[config.mk]
export PLATFORM = sky130hd
export DESIGN_NAME = two_class_priority_queue_with_drop
export DESIGN_NICKNAME = d
export VERILOG_FILES = /design/src/rtl/core/tcpq_pkg.sv /design/src/rtl/core/tcpq_ctrl.sv /design/src/rtl/core/tcpq_dp.sv /design/src/rtl/core/two_class_priority_queue_with_drop.sv
export SDC_FILE = /design/constraint.sdc
export NUM_CORES = 1
export LEC_CHECK = 0
export ABC_CLOCK_PERIOD_IN_PS = 4800
export BUFFER_PORTS_ARGS = -buffer_cell sky130_fd_sc_hd__clkbuf_2
export CAP_MARGIN = 20
export CORE_MARGIN = 1.5
export CORE_UTILIZATION = 45
export CTS_CLUSTER_SIZE = 24
export DETAILED_ROUTE_END_ITERATION = 8
export MAX_ROUTING_LAYER = met4
export PLACE_DENSITY = 0.62
export SLEW_MARGIN = 20
export SYNTH_ARGS = -nofsm -noshare
export SYNTH_HDL_FRONTEND = slang
export SYNTH_HIERARCHICAL = 1
export SYNTH_SLANG_ARGS = --single-unit
export TNS_END_PERCENT = 100
[constraint.sdc]
create_clock -name clk_i -period 4.8 [get_ports clk_i]
set_input_delay 0.48 -clock clk_i [delete_from_list [all_inputs] [get_ports clk_i]]
set_output_delay 0.48 -clock clk_i [all_outputs]
set_load 0.05 [all_outputs]
[src/rtl/core/tcpq_pkg.sv]
// Package for the two-class priority queue: sizes, item structs, codes and
// the command and status structs between controller and datapath.
// Depends on nothing; every other file of the block uses it.
`default_nettype none

package tcpq_pkg;

  localparam int QUEUE_DEPTH = 16;
  localparam int HANDLE_BITS = 16;
  localparam int PTR_W       = $clog2(QUEUE_DEPTH);
  localparam int CNT_W       = $clog2(QUEUE_DEPTH + 1);
  localparam int LIM_W       = 5;
  localparam int CMP_W       = (CNT_W > LIM_W) ? CNT_W : LIM_W;
  localparam int APB_AW      = 3;
  localparam int APB_DW      = 32;

  localparam logic [LIM_W-1:0] LIMIT_RESET = 5'd3;

  // Operation codes of an input item.
  localparam logic KIND_PUSH = 1'b0;
  localparam logic KIND_POP  = 1'b1;

  // First-byte type codes that mark a video message.
  localparam logic [7:0] TYPE_VIDEO_A = 8'h01;
  localparam logic [7:0] TYPE_VIDEO_B = 8'h02;

  // Event codes of a result item.
  localparam logic [1:0] EV_DROP   = 2'd0;
  localparam logic [1:0] EV_POP    = 2'd1;
  localparam logic [1:0] EV_ACCEPT = 2'd2;
  localparam logic [1:0] EV_EMPTY  = 2'd3;

  typedef struct packed {
    logic                   kind;
    logic [HANDLE_BITS-1:0] handle;
    logic [7:0]             first_byte;
    logic                   has_payload;
  } in_item_t;

  typedef struct packed {
    logic [1:0]             event_res;
    logic [HANDLE_BITS-1:0] out_handle;
    logic                   from_high;
    logic                   last;
  } out_item_t;

  typedef struct packed {
    logic load;  // capture the input item
    logic emit;  // produce one result and update the queues
  } cmd_t;

  typedef struct packed {
    logic slot_free;  // output register can take a result this cycle
    logic last;       // the result about to be produced ends the item
  } stat_t;

endpackage

`default_nettype wire

[src/rtl/core/tcpq_ctrl.sv]
// Controller of the two-class priority queue: a two-state sequencer.
// Depends on tcpq_pkg for the command and status structs.
`default_nettype none

module tcpq_ctrl (
  input  wire logic           clk_i,
  input  wire logic           rst_ni,
  input  wire logic           in_valid_i,
  output logic                in_stall_o,
  input  wire tcpq_pkg::stat_t stat_i,
  output tcpq_pkg::cmd_t      cmd_o
);

  localparam logic S_IDLE = 1'b0;
  localparam logic S_WORK = 1'b1;

  logic state_q, state_d;

  always_comb begin
    cmd_o.load = (state_q == S_IDLE) && in_valid_i;
    cmd_o.emit = (state_q == S_WORK) && stat_i.slot_free;
    state_d    = state_q;
    case (state_q)
      S_IDLE: begin
        if (cmd_o.load) state_d = S_WORK;
      end
      S_WORK: begin
        if (cmd_o.emit && stat_i.last) state_d = S_IDLE;
      end
      default: state_d = S_IDLE;
    endcase
  end

  assign in_stall_o = (state_q != S_IDLE);

  always_ff @(posedge clk_i or negedge rst_ni) begin
    if (!rst_ni) begin
      state_q <= S_IDLE;
    end else begin
      state_q <= state_d;
    end
  end

endmodule

`default_nettype wire

[src/rtl/core/tcpq_dp.sv]
// Datapath of the two-class priority queue: item register, both rings with
// their pointers and counts, result selection and the output register.
// Depends on tcpq_pkg for sizes, codes and structs.
`default_nettype none

module tcpq_dp (
  input  wire logic                         clk_i,
  input  wire logic                         rst_ni,
  input  wire tcpq_pkg::cmd_t               cmd_i,
  output tcpq_pkg::stat_t                   stat_o,
  input  wire tcpq_pkg::in_item_t           in_item_i,
  input  wire logic [tcpq_pkg::LIM_W-1:0]   limit_i,
  output logic                              out_valid_o,
  input  wire logic                         out_stall_i,
  output tcpq_pkg::out_item_t               out_item_o
);

  localparam int PtrW = tcpq_pkg::PTR_W;
  localparam int CntW = tcpq_pkg::CNT_W;
  localparam int CmpW = tcpq_pkg::CMP_W;
  localparam int HW   = tcpq_pkg::HANDLE_BITS;
  localparam int QD   = tcpq_pkg::QUEUE_DEPTH;

  tcpq_pkg::in_item_t  item_q;
  tcpq_pkg::out_item_t res, out_q;
  logic                out_valid_q;

  logic [HW-1:0]   hi_ring [QD];
  logic [HW-1:0]   lo_ring [QD];
  logic [PtrW-1:0] hi_head_q, hi_tail_q, lo_head_q, lo_tail_q;
  logic [CntW-1:0] hi_cnt_q, lo_cnt_q;

  logic                       video, is_push, drop;
  logic [CntW-1:0]            sel_cnt;
  logic [tcpq_pkg::LIM_W-1:0] lim_eff;
  logic                       do_hi_take, do_lo_take, do_hi_put, do_lo_put;

  function automatic logic [PtrW-1:0] next_ptr(input logic [PtrW-1:0] p);
    next_ptr = (p == PtrW'(QD - 1)) ? '0 : p + 1'b1;
  endfunction

  always_comb begin
    video = item_q.has_payload && ((item_q.first_byte == tcpq_pkg::TYPE_VIDEO_A) ||
                                   (item_q.first_byte == tcpq_pkg::TYPE_VIDEO_B));
    is_push = (item_q.kind == tcpq_pkg::KIND_PUSH);
    sel_cnt = video ? lo_cnt_q : hi_cnt_q;
    // A limit of zero behaves as one, so the drop run always ends.
    lim_eff = (limit_i == '0) ? tcpq_pkg::LIM_W'(1) : limit_i;
    drop = (video && (CmpW'(sel_cnt) >= CmpW'(lim_eff))) || (sel_cnt == CntW'(QD));

    res            = '0;
    do_hi_take     = 1'b0;
    do_lo_take     = 1'b0;
    do_hi_put      = 1'b0;
    do_lo_put      = 1'b0;
    if (is_push) begin
      res.from_high = !video;
      if (drop) begin
        res.event_res  = tcpq_pkg::EV_DROP;
        res.out_handle = video ? lo_ring[lo_head_q] : hi_ring[hi_head_q];
        res.last       = 1'b0;
        do_lo_take     = video;
        do_hi_take     = !video;
      end else begin
        res.event_res = tcpq_pkg::EV_ACCEPT;
        res.last      = 1'b1;
        do_lo_put     = video;
        do_hi_put     = !video;
      end
    end else begin
      res.last = 1'b1;
      if (hi_cnt_q != '0) begin
        res.event_res  = tcpq_pkg::EV_POP;
        res.out_handle = hi_ring[hi_head_q];
        res.from_high  = 1'b1;
        do_hi_take     = 1'b1;
      end else if (lo_cnt_q != '0) begin
        res.event_res  = tcpq_pkg::EV_POP;
        res.out_handle = lo_ring[lo_head_q];
        do_lo_take     = 1'b1;
      end else begin
        res.event_res = tcpq_pkg::EV_EMPTY;
      end
    end
  end

  assign stat_o.slot_free = !out_valid_q || !out_stall_i;
  assign stat_o.last      = res.last;
  assign out_valid_o      = out_valid_q;
  assign out_item_o       = out_q;

  // Payload storage without reset.
  always_ff @(posedge clk_i) begin
    if (cmd_i.load) item_q <= in_item_i;
    if (cmd_i.emit) out_q <= res;
    if (cmd_i.emit && do_hi_put) hi_ring[hi_tail_q] <= item_q.handle;
    if (cmd_i.emit && do_lo_put) lo_ring[lo_tail_q] <= item_q.handle;
  end

  always_ff @(posedge clk_i or negedge rst_ni) begin
    if (!rst_ni) begin
      out_valid_q <= 1'b0;
      hi_head_q   <= '0;
      hi_tail_q   <= '0;
      hi_cnt_q    <= '0;
      lo_head_q   <= '0;
      lo_tail_q   <= '0;
      lo_cnt_q    <= '0;
    end else begin
      if (cmd_i.emit) begin
        out_valid_q <= 1'b1;
      end else if (!out_stall_i) begin
        out_valid_q <= 1'b0;
      end
      if (cmd_i.emit) begin
        if (do_hi_take) begin
          hi_head_q <= next_ptr(hi_head_q);
          hi_cnt_q  <= hi_cnt_q - 1'b1;
        end
        if (do_lo_take) begin
          lo_head_q <= next_ptr(lo_head_q);
          lo_cnt_q  <= lo_cnt_q - 1'b1;
        end
        if (do_hi_put) begin
          hi_tail_q <= next_ptr(hi_tail_q);
          hi_cnt_q  <= hi_cnt_q + 1'b1;
        end
        if (do_lo_put) begin
          lo_tail_q <= next_ptr(lo_tail_q);
          lo_cnt_q  <= lo_cnt_q + 1'b1;
        end
      end
    end
  end

endmodule

`default_nettype wire

[src/rtl/core/two_class_priority_queue_with_drop.sv]
// Top level of the two-class priority queue with head drop.
// Depends on tcpq_pkg, tcpq_ctrl and tcpq_dp.
//
// The block keeps message handles in two rings of 16 entries. A push whose
// payload is non-empty and whose first byte is 1 or 2 is video and goes to the
// low-priority ring; every other push goes to the high-priority ring. Before a
// video push, the oldest video handles are dropped and reported while the low
// ring holds at least video_limit entries (a limit of zero acts as one), and a
// push into a full ring first drops that ring's oldest handle. A pop returns
// the head of the high ring, else the head of the low ring, else reports
// empty. Each result item carries last on the final result of its input item.
// Timing: one item is worked on at a time. An item is taken and then yields
// one result per cycle while the output is not stalled: one result for a pop
// or a push without drops, plus one for each dropped handle. The controller
// emits each result into a single output register, and a stalled output holds
// that register and pauses the sequence. The next item is taken as soon as the
// last result of the previous one sits in the output register. video_limit is
// the only register, at byte address 0 of the APB port (reset value 3), and is
// to be written only while the block is idle.
`default_nettype none

module two_class_priority_queue_with_drop (
  input  wire logic                           clk_i,
  input  wire logic                           rst_ni,
  // Input item channel.
  input  wire logic                           in_valid_i,
  output logic                                in_stall_o,
  input  wire tcpq_pkg::in_item_t             in_item_i,
  // Result item channel.
  output logic                                out_valid_o,
  input  wire logic                           out_stall_i,
  output tcpq_pkg::out_item_t                 out_item_o,
  // Configuration port.
  input  wire logic                           psel,
  input  wire logic                           penable,
  input  wire logic                           pwrite,
  input  wire logic [tcpq_pkg::APB_AW-1:0]    paddr,
  input  wire logic [tcpq_pkg::APB_DW-1:0]    pwdata,
  output logic [tcpq_pkg::APB_DW-1:0]         prdata,
  output logic                                pready
);

  logic [tcpq_pkg::LIM_W-1:0] limit_q;
  logic                       limit_sel;
  tcpq_pkg::cmd_t             cmd;
  tcpq_pkg::stat_t            stat;

  // The register index is the word address; byte offsets within it are ignored.
  assign limit_sel = (paddr[tcpq_pkg::APB_AW-1] == 1'b0);
  assign pready    = 1'b1;
  assign prdata    = limit_sel ? tcpq_pkg::APB_DW'(limit_q) : '0;

  always_ff @(posedge clk_i or negedge rst_ni) begin
    if (!rst_ni) begin
      limit_q <= tcpq_pkg::LIMIT_RESET;
    end else if (psel && penable && pwrite && limit_sel) begin
      limit_q <= pwdata[tcpq_pkg::LIM_W-1:0];
    end
  end

  tcpq_ctrl u_ctrl (
    .clk_i      (clk_i),
    .rst_ni     (rst_ni),
    .in_valid_i (in_valid_i),
    .in_stall_o (in_stall_o),
    .stat_i     (stat),
    .cmd_o      (cmd)
  );

  tcpq_dp u_dp (
    .clk_i       (clk_i),
    .rst_ni      (rst_ni),
    .cmd_i       (cmd),
    .stat_o      (stat),
    .in_item_i   (in_item_i),
    .limit_i     (limit_q),
    .out_valid_o (out_valid_o),
    .out_stall_i (out_stall_i),
    .out_item_o  (out_item_o)
  );

  // An accepted item keeps the input stalled until its last result is out.
  assert property (@(posedge clk_i) disable iff (!rst_ni)
    (in_valid_i && !in_stall_o) |=> in_stall_o)
    else $error("input not stalled after an item was taken");

  // While a non-final result is shown, the item is still being worked on.
  assert property (@(posedge clk_i) disable iff (!rst_ni)
    (out_valid_o && !out_item_o.last) |-> in_stall_o)
    else $error("input open while results of an item are still owed");

  // The input reopens only when the final result has just been registered.
  assert property (@(posedge clk_i) disable iff (!rst_ni)
    $fell(in_stall_o) |-> (out_valid_o && out_item_o.last))
    else $error("input reopened without a final result");

endmodule

`default_nettype wire

==> metrics, run 1 <==
run status=finished clean; startpoint kind of the worst setup timing path=register; maximum buffer depth of the clock tree=3; final worst-path cycle share=82.6%; worst endpoint data arrival time=approximately 4.5 ns; share of async-settable or async-resettable flops after synthesis=5.58%; # clock sinks=between 500 and 600; IR drop worst, VDD=282 uV; number of standard-cell rows in the floorplan=83; y dimension of the die=~230 um; TritonCTS clock tree=yes; largest net degree at the start of global routing=40; violation count after the first detailed-routing iteration=910; Nets=1338; number of optimization iterations in the first detailed-route pass=5; number of flip-flops and latches in the synthesized netlist=591; Worst Setup End Kind=register; HPWL after DPL=28200 um; number of clock buffers inserted by TritonCTS=a little under 60; Synth cell types=63; worst skew pair latency=0.62 ns; Detailed Route WL=slightly below 50000 um; Mapped Avg Cell Area=20.9 sq um; vias after detailed routing=~11000; number of hold buffers added after cts=4; relative slew slack=a little under 30%; proportion of power drawn by combinational gates=21.1%; die area=53600 sq um; peak per-stage delay on the critical path=0.44 ns; number of H-tree branching levels=2; Horiz. Die Dim=232 um; Area contributors post-synth=sky130_fd_sc_hd__edfxtp_1, sky130_fd_sc_hd__mux4_2, sky130_fd_sc_hd__dfrtp_1; number of gates resized after CTS=0; most used flip-flop cell after synthesis=sky130_fd_sc_hd__edfxtp_1; worst setup path class=reg2reg; Fin Clk Skew=0.0193 ns; post-synthesis sequential area ratio=between 70% and 80%; most common cell after layout, fill and taps aside=sky130_fd_sc_hd__edfxtp_1; Post-synth EDFFs=558; CP required=between 5 and 6 ns; family with the most delay on the worst path=simple AND/OR/NAND/NOR gates; clock period minus final worst setup slack=3.97 ns; number of remaining DRC errors=0; share of post-route cells with drive strength above 1=31.7%; root buffer cell=sky130_fd_sc_hd__clkbuf_16; type of the tightest min-delay check=in2async; Internal Dissipation=10100 uW; wire length of the first global-routing pass=approximately 73000 um; Port Buf Inserts=65; post-detailed-route via-to-cell ratio=5.61; post-synthesis cell count=between 1000 and 1500; Power per Cell Area=530 nW/um^2; number of maximum-capacitance violations=0; crit path max-delay cell type=sky130_fd_sc_hd__nor4_2; cell breakdown of the critical path=nor4_2, and3_1, mux2i_1, ha_1, nand2b_1, a31oi_1, o21ai_1, nor3_1, xnor2_1, ha_1, or3_1, a21oi_1, o2111ai_1, xnor2_1; switching share of power=28.6%; pin slew with the least headroom to its limit=between 1 and 1.5 ns; setup violation total in the final timing report=0; part of the power in the clock network=31.8%; sequential group share of total power=between 40 and 50%; RSZ-0062 raised after global routing=false; maximum fanout along the worst path=7; maximum clock rate=approximately 0.25 GHz; fill cell count=4124; number of antenna violations at the first check in global routing=0; average routed wire per standard cell=24.8 um; highest-count cells in the layout ignoring fill and taps=sky130_fd_sc_hd__edfxtp_1, sky130_fd_sc_hd__mux4_2, sky130_fd_sc_hd__clkbuf_2; number of max-slew violations in the final report=0; static power due to leakage=a little under 0.009 uW; grt total ovfl=0; vias in the first global route=11300; Bufs and invs on worst path=0; area of the placeable core=around 52000 sq um; IO Count=123; Initial Util=45.6%; number of diodes added for antenna fixing=0; GP Congestion=0.800; all-layer global routing usage=19.5%; ANT nets after route=0; post-synthesis instance area=23500 sq um; final hold vios=0; area fraction of the dominant cell type after synthesis=71.3%; Syn-to-layout area delta=13.9%; number of buffers inserted to repair setup after CTS=0; number of warnings printed during yosys synthesis=6; net switching power=4050 uW; post-route worst hold slack=0.00570 ns; cell taking the most area after synthesis=sky130_fd_sc_hd__edfxtp_1; clock transition at the registers of the reported paths=0.06 ns; post-route setup TNS=0 ns
## synthesized netlist by cell type (all sizes together) (12+ instances only)
cell type and number:
mux4 160, clkbuf 28, nand3 12, nand2 39, o22ai 17, inv 25
ha 19, nor2 34, mux2 12, buf 52, clkinv 23, edfxtp 558
dfrtp 31, o21ai 12
## through the flow
stage | std cells | utilization, % | power (uW) | setup slack, ns | area, sq um
floorplan | 1148 | - | 8930 | 0.667 | 23600
global placement | 1859 | 48.0 | 9730 | 0.903 | 24700
detailed placement | 1859 | 48.0 | 9790 | 0.857 | 24700
CTS | 1964 | 51.7 | 14300 | 0.834 | 26600
global route | 1972 | 51.9 | 14800 | 0.453 | 26800
finish | 1972 | 51.9 | 14200 | 0.835 | 26800
## cell type report
type / count / area [sq um] / share of cell area, %
Sequential cell: 591 / 17600 / 65.8
Multi-Input combinational cell: 429 / 5400 / 20.2
Clock buffer: 68 / 1490 / 5.56
Timing Repair Buffer: 123 / 856 / 3.20
Tap cell: 680 / 851 / 3.18
Clock inverter: 33 / 389 / 1.45
Inverter: 48 / 180 / 0.673
## kinds of logic after synthesis
group	Yosys count	share of synthesized area, %
buffers and inverters	128	2.86
other	2	0.0320
adder cells (fa/ha/maj)	19	1.01
multiplexers	173	16.0
flip-flops	591	74.8
AND/OR/NAND/NOR	131	2.95
XOR/XNOR	14	0.522
AO/OA/AOI/OAI	64	1.81
## layer usage
metal  global-route usage, %  up-vias  part of all wire [%]
li1                        -     4771                     -
met1                    26.2     5930                    42
met2                    31.5      305                    51
met3                    2.95       66                   5.1
met4                    4.66        0                   1.7
met5                       -        -                     0
## flip-flops by register name (all words and copies together) (netlist names)
signal / count
limit_q: 5
u_ctrl/in_stall_o: 1
u_dp/hi_cnt_q: 5
u_dp/hi_head_q: 4
u_dp/hi_ring: 256
u_dp/hi_tail_q: 4
u_dp/item_q: 26
u_dp/lo_cnt_q: 5
u_dp/lo_head_q: 4
u_dp/lo_ring: 256
u_dp/lo_tail_q: 4
u_dp/out_item_o: 20
u_dp/out_valid_o: 1
## power groups by stage
stage	sequential, uW	combinational, uW	clock [uW]
6_report	6680	2990	4510
5_1_grt	6750	3200	4800
4_1_cts	6760	2940	4620
3_5_place_dp	6870	2920	0
3_3_place_gp	6840	2890	0
2_1_floorplan	6790	2140	0
## final timing paths
path	endpoint	from	cells after the start	slack, ns
worst max-delay path	u_dp/lo_cnt_q[4]$_DFFE_PN0P_	u_dp/item_q[5]$_DFFE_PP_	14	0.83
worst min-delay path	u_ctrl/in_stall_o$_DFF_PN0_	rst_ni	1	0.006
worst max register to register	u_dp/lo_cnt_q[4]$_DFFE_PN0P_	u_dp/item_q[5]$_DFFE_PP_	14	0.83
max in group asynchronous	u_dp/lo_head_q[0]$_DFFE_PN0P_	rst_ni	1	4.11
min in group clk_i	u_dp/item_q[10]$_DFFE_PP_	in_item_i[10]	1	0.04
worst min register to register	u_dp/out_valid_o$_DFFE_PN0P_	u_dp/out_valid_o$_DFFE_PN0P_	2	0.54
Power figures use the tool's default switching activity.
==> run 2: changes to the inputs <==
ABC_AREA = 1   (was unset)
ABC_CLOCK_PERIOD_IN_PS = 3300   (was 4800)
PLACE_DENSITY = 0.64   (was 0.62)
clock period = 3.3 ns   (was 4.8 ns; I/O delays follow)
==> metrics, run 2 <==
run status=finished clean; area fraction of the dominant cell type after synthesis=a little over two thirds; most frequent cell after synthesis=sky130_fd_sc_hd__edfxtp_1; clock period minus final worst setup slack=roughly 3.2 ns; area of the placeable core=52700 sq um; number of H-tree branching levels=2; die area=54700 sq um; Area contributors post-synth=sky130_fd_sc_hd__edfxtp_1, sky130_fd_sc_hd__nor2_1, sky130_fd_sc_hd__o21ai_0; type of the tightest min-delay check=in2reg; vias after detailed routing=roughly 15000; maximum buffer depth of the clock tree=3; RSZ-0062 raised after global routing=true; highest-count cells in the layout ignoring fill and taps=sky130_fd_sc_hd__edfxtp_1, sky130_fd_sc_hd__nor2_1, sky130_fd_sc_hd__o21ai_0; startpoint kind of the worst setup timing path=register; maximum fanout along the worst path=16; all-layer global routing usage=a little over a fifth; maximum clock rate=0.314 GHz; most common cell after layout, fill and taps aside=sky130_fd_sc_hd__edfxtp_1; Post-synth EDFFs=558; post-synthesis cell count=1828; Port Buf Inserts=65; cell count after placement=2556; fill cell count=4285; ANT nets after route=0; post-detailed-route via-to-cell ratio=5.65; number of standard-cell rows in the floorplan=84; post-synthesis sequential area ratio=73.4%; pin slew with the least headroom to its limit=0.997 ns; TritonCTS clock tree=yes; IR drop worst, VDD=roughly 470 uV; most numerous cell types in the synthesized netlist=sky130_fd_sc_hd__edfxtp_1, sky130_fd_sc_hd__nor2_1, sky130_fd_sc_hd__o21ai_0; largest net degree at the start of global routing=78; Power per Cell Area=800 nW/um^2; CP required=~3.6 ns; share of post-route cells with drive strength above 1=14.7%; Fin Clk Skew=~0.019 ns; post-synthesis instance area=24000 sq um; number of remaining DRC errors=0; registers with the highest flip-flop counts=u_dp/hi_ring: 256 flops, u_dp/lo_ring: 256 flops, u_dp/item_q: 26 flops; worst endpoint data arrival time=3.49 ns; final worst-path cycle share=a little over nine tenths; Syn-to-layout area delta=16.5%; most common cell type on the critical path=sky130_fd_sc_hd__nand2_2; number of clock buffers inserted by TritonCTS=57; HPWL after DPL=around 33000 um; static power due to leakage=0.00981 uW; setup violation total in the final timing report=0; average routed wire per standard cell=21.1 um; number of maximum-capacitance violations=0; share of async-settable or async-resettable flops after synthesis=about 5.6%; Synth cell types=44; Worst Setup End Kind=register; worst skew pair latency=between 0.6 and 0.7 ns; most used flip-flop cell after synthesis=sky130_fd_sc_hd__edfxtp_1; clock transition at the registers of the reported paths=0.06 ns; relative slew slack=33.1%; Initial Util=about 46%; multi-input logic area=5750 sq um; FF+latch area=17600 sq um; grt total ovfl=0; peak per-stage delay on the critical path=0.40 ns; wire length of the first global-routing pass=between 80000 and 90000 um; number of antenna violations at the first check in global routing=1; number of max-slew violations in the final report=0; crit path max-delay cell type=sky130_fd_sc_hd__edfxtp_1; number of cells in the finished layout apart from fillers=2704; post-route worst hold slack=0.0672 ns; worst setup path class=reg2reg; root buffer cell=sky130_fd_sc_hd__clkbuf_16; IO Count=123; y dimension of the die=234 um; cell breakdown of the critical path=inv_2, nand2_2, nor2_4, nand3_4, nand2_1, nand2_2, ha_4, a21oi_1, o21ai_1, o31ai_1, buf_4, nand3_4, nor2_4, buf_12, nand2_2, nor2_1, buf_12; Detailed Route WL=57200 um; number of flip-flops and latches in the synthesized netlist=591; vias in the first global route=about 15000; cell taking the most area after synthesis=sky130_fd_sc_hd__edfxtp_1; Mapped Avg Cell Area=roughly 13 sq um; GP Congestion=0.874; Horiz. Die Dim=234 um; number of optimization iterations in the first detailed-route pass=5; violation count after the first detailed-routing iteration=1234; Nets=between 2000 and 2500; final hold vios=0; number of warnings printed during yosys synthesis=6; # clock sinks=591
run 2: worst max-delay path: cells and delay by family (launching register included):
kind | cells | cell delay [ns]
compound gates | 3 | 0.49
flops | 1 | 0.40
simple gates | 9 | 1.18
buf+inv | 4 | 0.58
fa+ha+maj | 1 | 0.22
run 2: per-layer routing:
layer	track usage [%]	vias up	wire (um)
met3	3.21	98	3630
met2	36.3	544	28700
met5	-	-	0
li1	-	6971	-
met1	27.2	7659	23400
met4	5.93	0	1500
run 2: kinds of logic (layout without fill, tap and decap cells):
family	after synthesis	in the layout	synth area share, %
multiplexers	27	27	1.13
other	2	29	0.0313
AO/OA/AOI/OAI	380	380	10.2
buffers and inverters	203	363	3.69
flip-flops	591	591	73.4
XOR/XNOR	9	9	0.360
AND/OR/NAND/NOR	597	598	10.3
adder cells (fa/ha/maj)	19	19	0.992
run 2: final timing paths:
check,from,to,slack [ns],depth (start not counted)
setup / recovery,u_dp/item_q[5]$_DFFE_PP_,u_dp/lo_ring[7][15]$_DFFE_PP_,0.11,17
max in group asynchronous,rst_ni,u_dp/lo_head_q[0]$_DFFE_PN0P_,2.17,2
hold reg to reg,limit_q[1]$_DFFE_PN1P_,limit_q[1]$_DFFE_PN1P_,0.47,2
setup reg to reg,u_dp/item_q[5]$_DFFE_PP_,u_dp/lo_ring[7][15]$_DFFE_PP_,0.11,17
hold / removal,psel,limit_q[1]$_DFFE_PN1P_,0.07,5
min in group asynchronous,rst_ni,limit_q[2]$_DFFE_PN0P_,0.40,2
run 2: metrics by stage:
step	utilization, %	setup TNS [ns]	power [uW]	area [sq um]	setup slack [ns]
floorplan	-	-61.73	13600	24100	-0.258
detailed placement	48.3	-1.79	15800	25500	-0.0420
global route	53.0	-7.26	23400	27900	-0.0806
CTS	52.6	0	22300	27700	0.00349
finish	53.0	0	22400	27900	0.114
global placement	48.3	0	15700	25500	0.107
run 2: final cells by class:
class                           instances  area share (%)
Tap cell                              688            3.08
Timing Repair Buffer                  182            5.58
Clock buffer                           72            5.71
Sequential cell                       591            63.0
Antenna cell                            1         0.00896
Inverter                               77            1.04
Clock inverter                         32            1.01
Multi-Input combinational cell       1061            20.6
run 2: repair_timing:
item	in CTS	in global routing
endpoints found under the hold margin	64	0
pin swaps	0	5
hold buffers	34	0
endpoints found under the setup margin	161	267
gates resized for setup	1	39
cloned	0	2
setup buffers	0	5
run 2: report_power, final:
part           internal [uW]  total, uW  switching (uW)
Sequential              8740       9130             392
Clock                   3790       6490            2700
Combinational           2000       6730            4730
Total                  14500      22400            7820
==> run 3: changes to the inputs <==
SETUP_SLACK_MARGIN = 0.5   (was unset)
==> metrics, run 3 (same netlist as run 2, synthesis figures left out) <==
final worst-path cycle share=91.5%; RSZ-0062 raised after global routing=true; vias after detailed routing=15300; post-detailed-route via-to-cell ratio=5.62; GP Congestion=around 0.84; number of max-slew violations in the final report=0; wire length of the first global-routing pass=87700 um; crit path max-delay cell type=sky130_fd_sc_hd__edfxtp_1; HPWL after DPL=33000 um; Critical path origin=u_dp/item_q[6]$_DFFE_PP_; Detailed Route WL=58800 um; largest net degree at the start of global routing=131; # clock sinks=591; Worst Setup End Kind=register; vias in the first global route=15000; Horiz. Die Dim=234 um; startpoint of the lowest-slack hold path=psel; share of post-route cells with drive strength above 1=17.6%; most common cell type on the critical path=sky130_fd_sc_hd__nor2_4; y dimension of the die=234 um; crit path capture=u_dp/lo_ring[15][4]$_DFFE_PP_; Power per Cell Area=about 800 nW/um^2; cell breakdown of the critical path=inv_1, nand2_2, nor2_4, nand3_4, o21ai_4, ha_4, a21oi_2, o21ai_2, o31ai_2, buf_4, nand3_4, nor2_4, buf_4, nand2_8, nor2_4, buf_12; all-layer global routing usage=between 20% and 30%; most common cell after layout, fill and taps aside=sky130_fd_sc_hd__edfxtp_1; ANT nets after route=0; IO Count=about 120; number of maximum-capacitance violations=0; grt total ovfl=0; number of antenna violations at the first check in global routing=1; Fin Clk Skew=0.0208 ns; FF+latch area=between 15000 and 20000 sq um; Nets=a little over 2000; violation count after the first detailed-routing iteration=1424; number of remaining DRC errors=0; pin slew with the least headroom to its limit=1.06 ns; type of the tightest min-delay check=in2reg; Internal Dissipation=14700 uW; maximum fanout along the worst path=16; root buffer cell=sky130_fd_sc_hd__clkbuf_16; fill cell count=between 4000 and 5000; sequential group share of total power=between 40% and 50%; TritonCTS clock tree=yes; maximum clock rate=roughly 0.33 GHz; worst setup path class=reg2reg; FF-to-FF setup slack=0.28 ns; static power due to leakage=0.00993 uW; number of clock buffers inserted by TritonCTS=59; number of standard-cell rows in the floorplan=84; area of the placeable core=52700 sq um; startpoint kind of the worst setup timing path=register; worst skew pair latency=0.64 ns; final hold vios=0; cell count after placement=2552; launch point of the worst reg-to-reg path=u_dp/item_q[6]$_DFFE_PP_; proportion of power drawn by combinational gates=30.8%; Initial Util=between 40 and 50%; average routed wire per standard cell=21.6 um; number of optimization iterations in the first detailed-route pass=5; maximum buffer depth of the clock tree=3; worst flop-to-flop path endpoint=u_dp/lo_ring[15][4]$_DFFE_PP_; run status=finished clean; highest-count cells in the layout ignoring fill and taps=sky130_fd_sc_hd__edfxtp_1, sky130_fd_sc_hd__nor2_1, sky130_fd_sc_hd__o21ai_0; clock period minus final worst setup slack=around 3.0 ns; relative slew slack=29.0%; switching share of power=35.7%; die area=54700 sq um; post-route setup TNS=0 ns; part of the power in the clock network=29.1%; Port Buf Inserts=65; multi-input logic area=6060 sq um; number of H-tree branching levels=2; IR drop worst, VDD=between 500 and 600 uV; peak per-stage delay on the critical path=approximately 0.37 ns; setup violation total in the final timing report=0; clock transition at the registers of the reported paths=roughly 0.060 ns; registers with the highest flip-flop counts=u_dp/hi_ring: 256 flops, u_dp/lo_ring: 256 flops, u_dp/item_q: 26 flops; net switching power=8150 uW; CP required=roughly 3.6 ns; number of cells in the finished layout apart from fillers=2728; Syn-to-layout area delta=18.9%; Worst Reg2Reg Path Length in Cells=16; worst endpoint data arrival time=3.35 ns
==> run 3: cell count changes in the layout (fill, tap and decap cells not counted), sizes merged <==
cell | before | now
buf | 82 | 99
bufinv | 5 | 6
clkinv | 29 | 32
clkinvlp | 0 | 3
==> run 3: area by class of cell <==
| class | count | area share, % |
|---|---|---|
| Antenna cell | 1 | 0.00878 |
| Clock inverter | 39 | 1.33 |
| Timing Repair Buffer | 198 | 6.10 |
| Inverter | 77 | 1.05 |
| Clock buffer | 73 | 5.44 |
| Sequential cell | 591 | 61.8 |
| Multi-Input combinational cell | 1061 | 21.3 |
| Tap cell | 688 | 3.02 |
==> run 3: per-stage QoR <==
step | setup WS [ns] | instance area, sq um | hold WS [ns] | power (uW) | util (%)
2_1_floorplan | 0.236 | 24200 | 0.0344 | 13600 | -
3_3_place_gp | 0.0938 | 25600 | 0.464 | 15800 | 48.7
3_5_place_dp | 0.0638 | 25600 | 0.469 | 15900 | 48.7
4_1_cts | 0.287 | 28000 | 0.00218 | 22700 | 53.2
5_1_grt | 0.122 | 28500 | 0.0391 | 23900 | 54.1
6_report | 0.280 | 28500 | 0.0368 | 22900 | 54.1
==> run 3: worst max-delay path, delay by kind of cell (launching register included) <==
family / cells / cell delay, ns
AOI/OAI and AO/OA: 4 / 0.63
adders and majority gates: 1 / 0.24
buffers and inverters: 4 / 0.61
DFF: 1 / 0.37
and+or+nand+nor: 7 / 0.86
==> run 3: power groups by stage <==
stage               sequential, uW  clock, uW  combinational (uW)
finish                        9150       6650                7050
global route                  9210       7040                7680
CTS                           9160       6750                6760
detailed placement            9310          0                6610
global placement              9300          0                6490
floorplan                     9430          0                4210
==> run 3: layer usage <==
metal  vias to the layer above  global-route usage, %  share of wire [%]
li1                       7016                      -                  -
met1                      7612                   28.7                 41
met2                       584                   34.9                 48
met3                       119                   3.54                6.8
met4                         0                   8.87                3.8
met5                         -                      -                  0
==> run 3: worst min-delay path by stage <==
stage / end / depth (start not counted)
after floorplan: limit_q[2]$_DFFE_PN0P_ / 0
after global placement: limit_q[1]$_DFFE_PN1P_ / 2
after detailed placement: limit_q[1]$_DFFE_PN1P_ / 2
after CTS: limit_q[1]$_DFFE_PN1P_ / 5
after global routing: limit_q[1]$_DFFE_PN1P_ / 5
final: limit_q[1]$_DFFE_PN1P_ / 5
==> run 3: what timing repair did <==
item,CTS,global route
hold endpoints to repair,64,0
buffers inserted,5,17
gates resized for setup,19,62
endpoints found under the setup margin,283,334
cloned,1,2
hold buffers,34,0
pin swaps,5,25
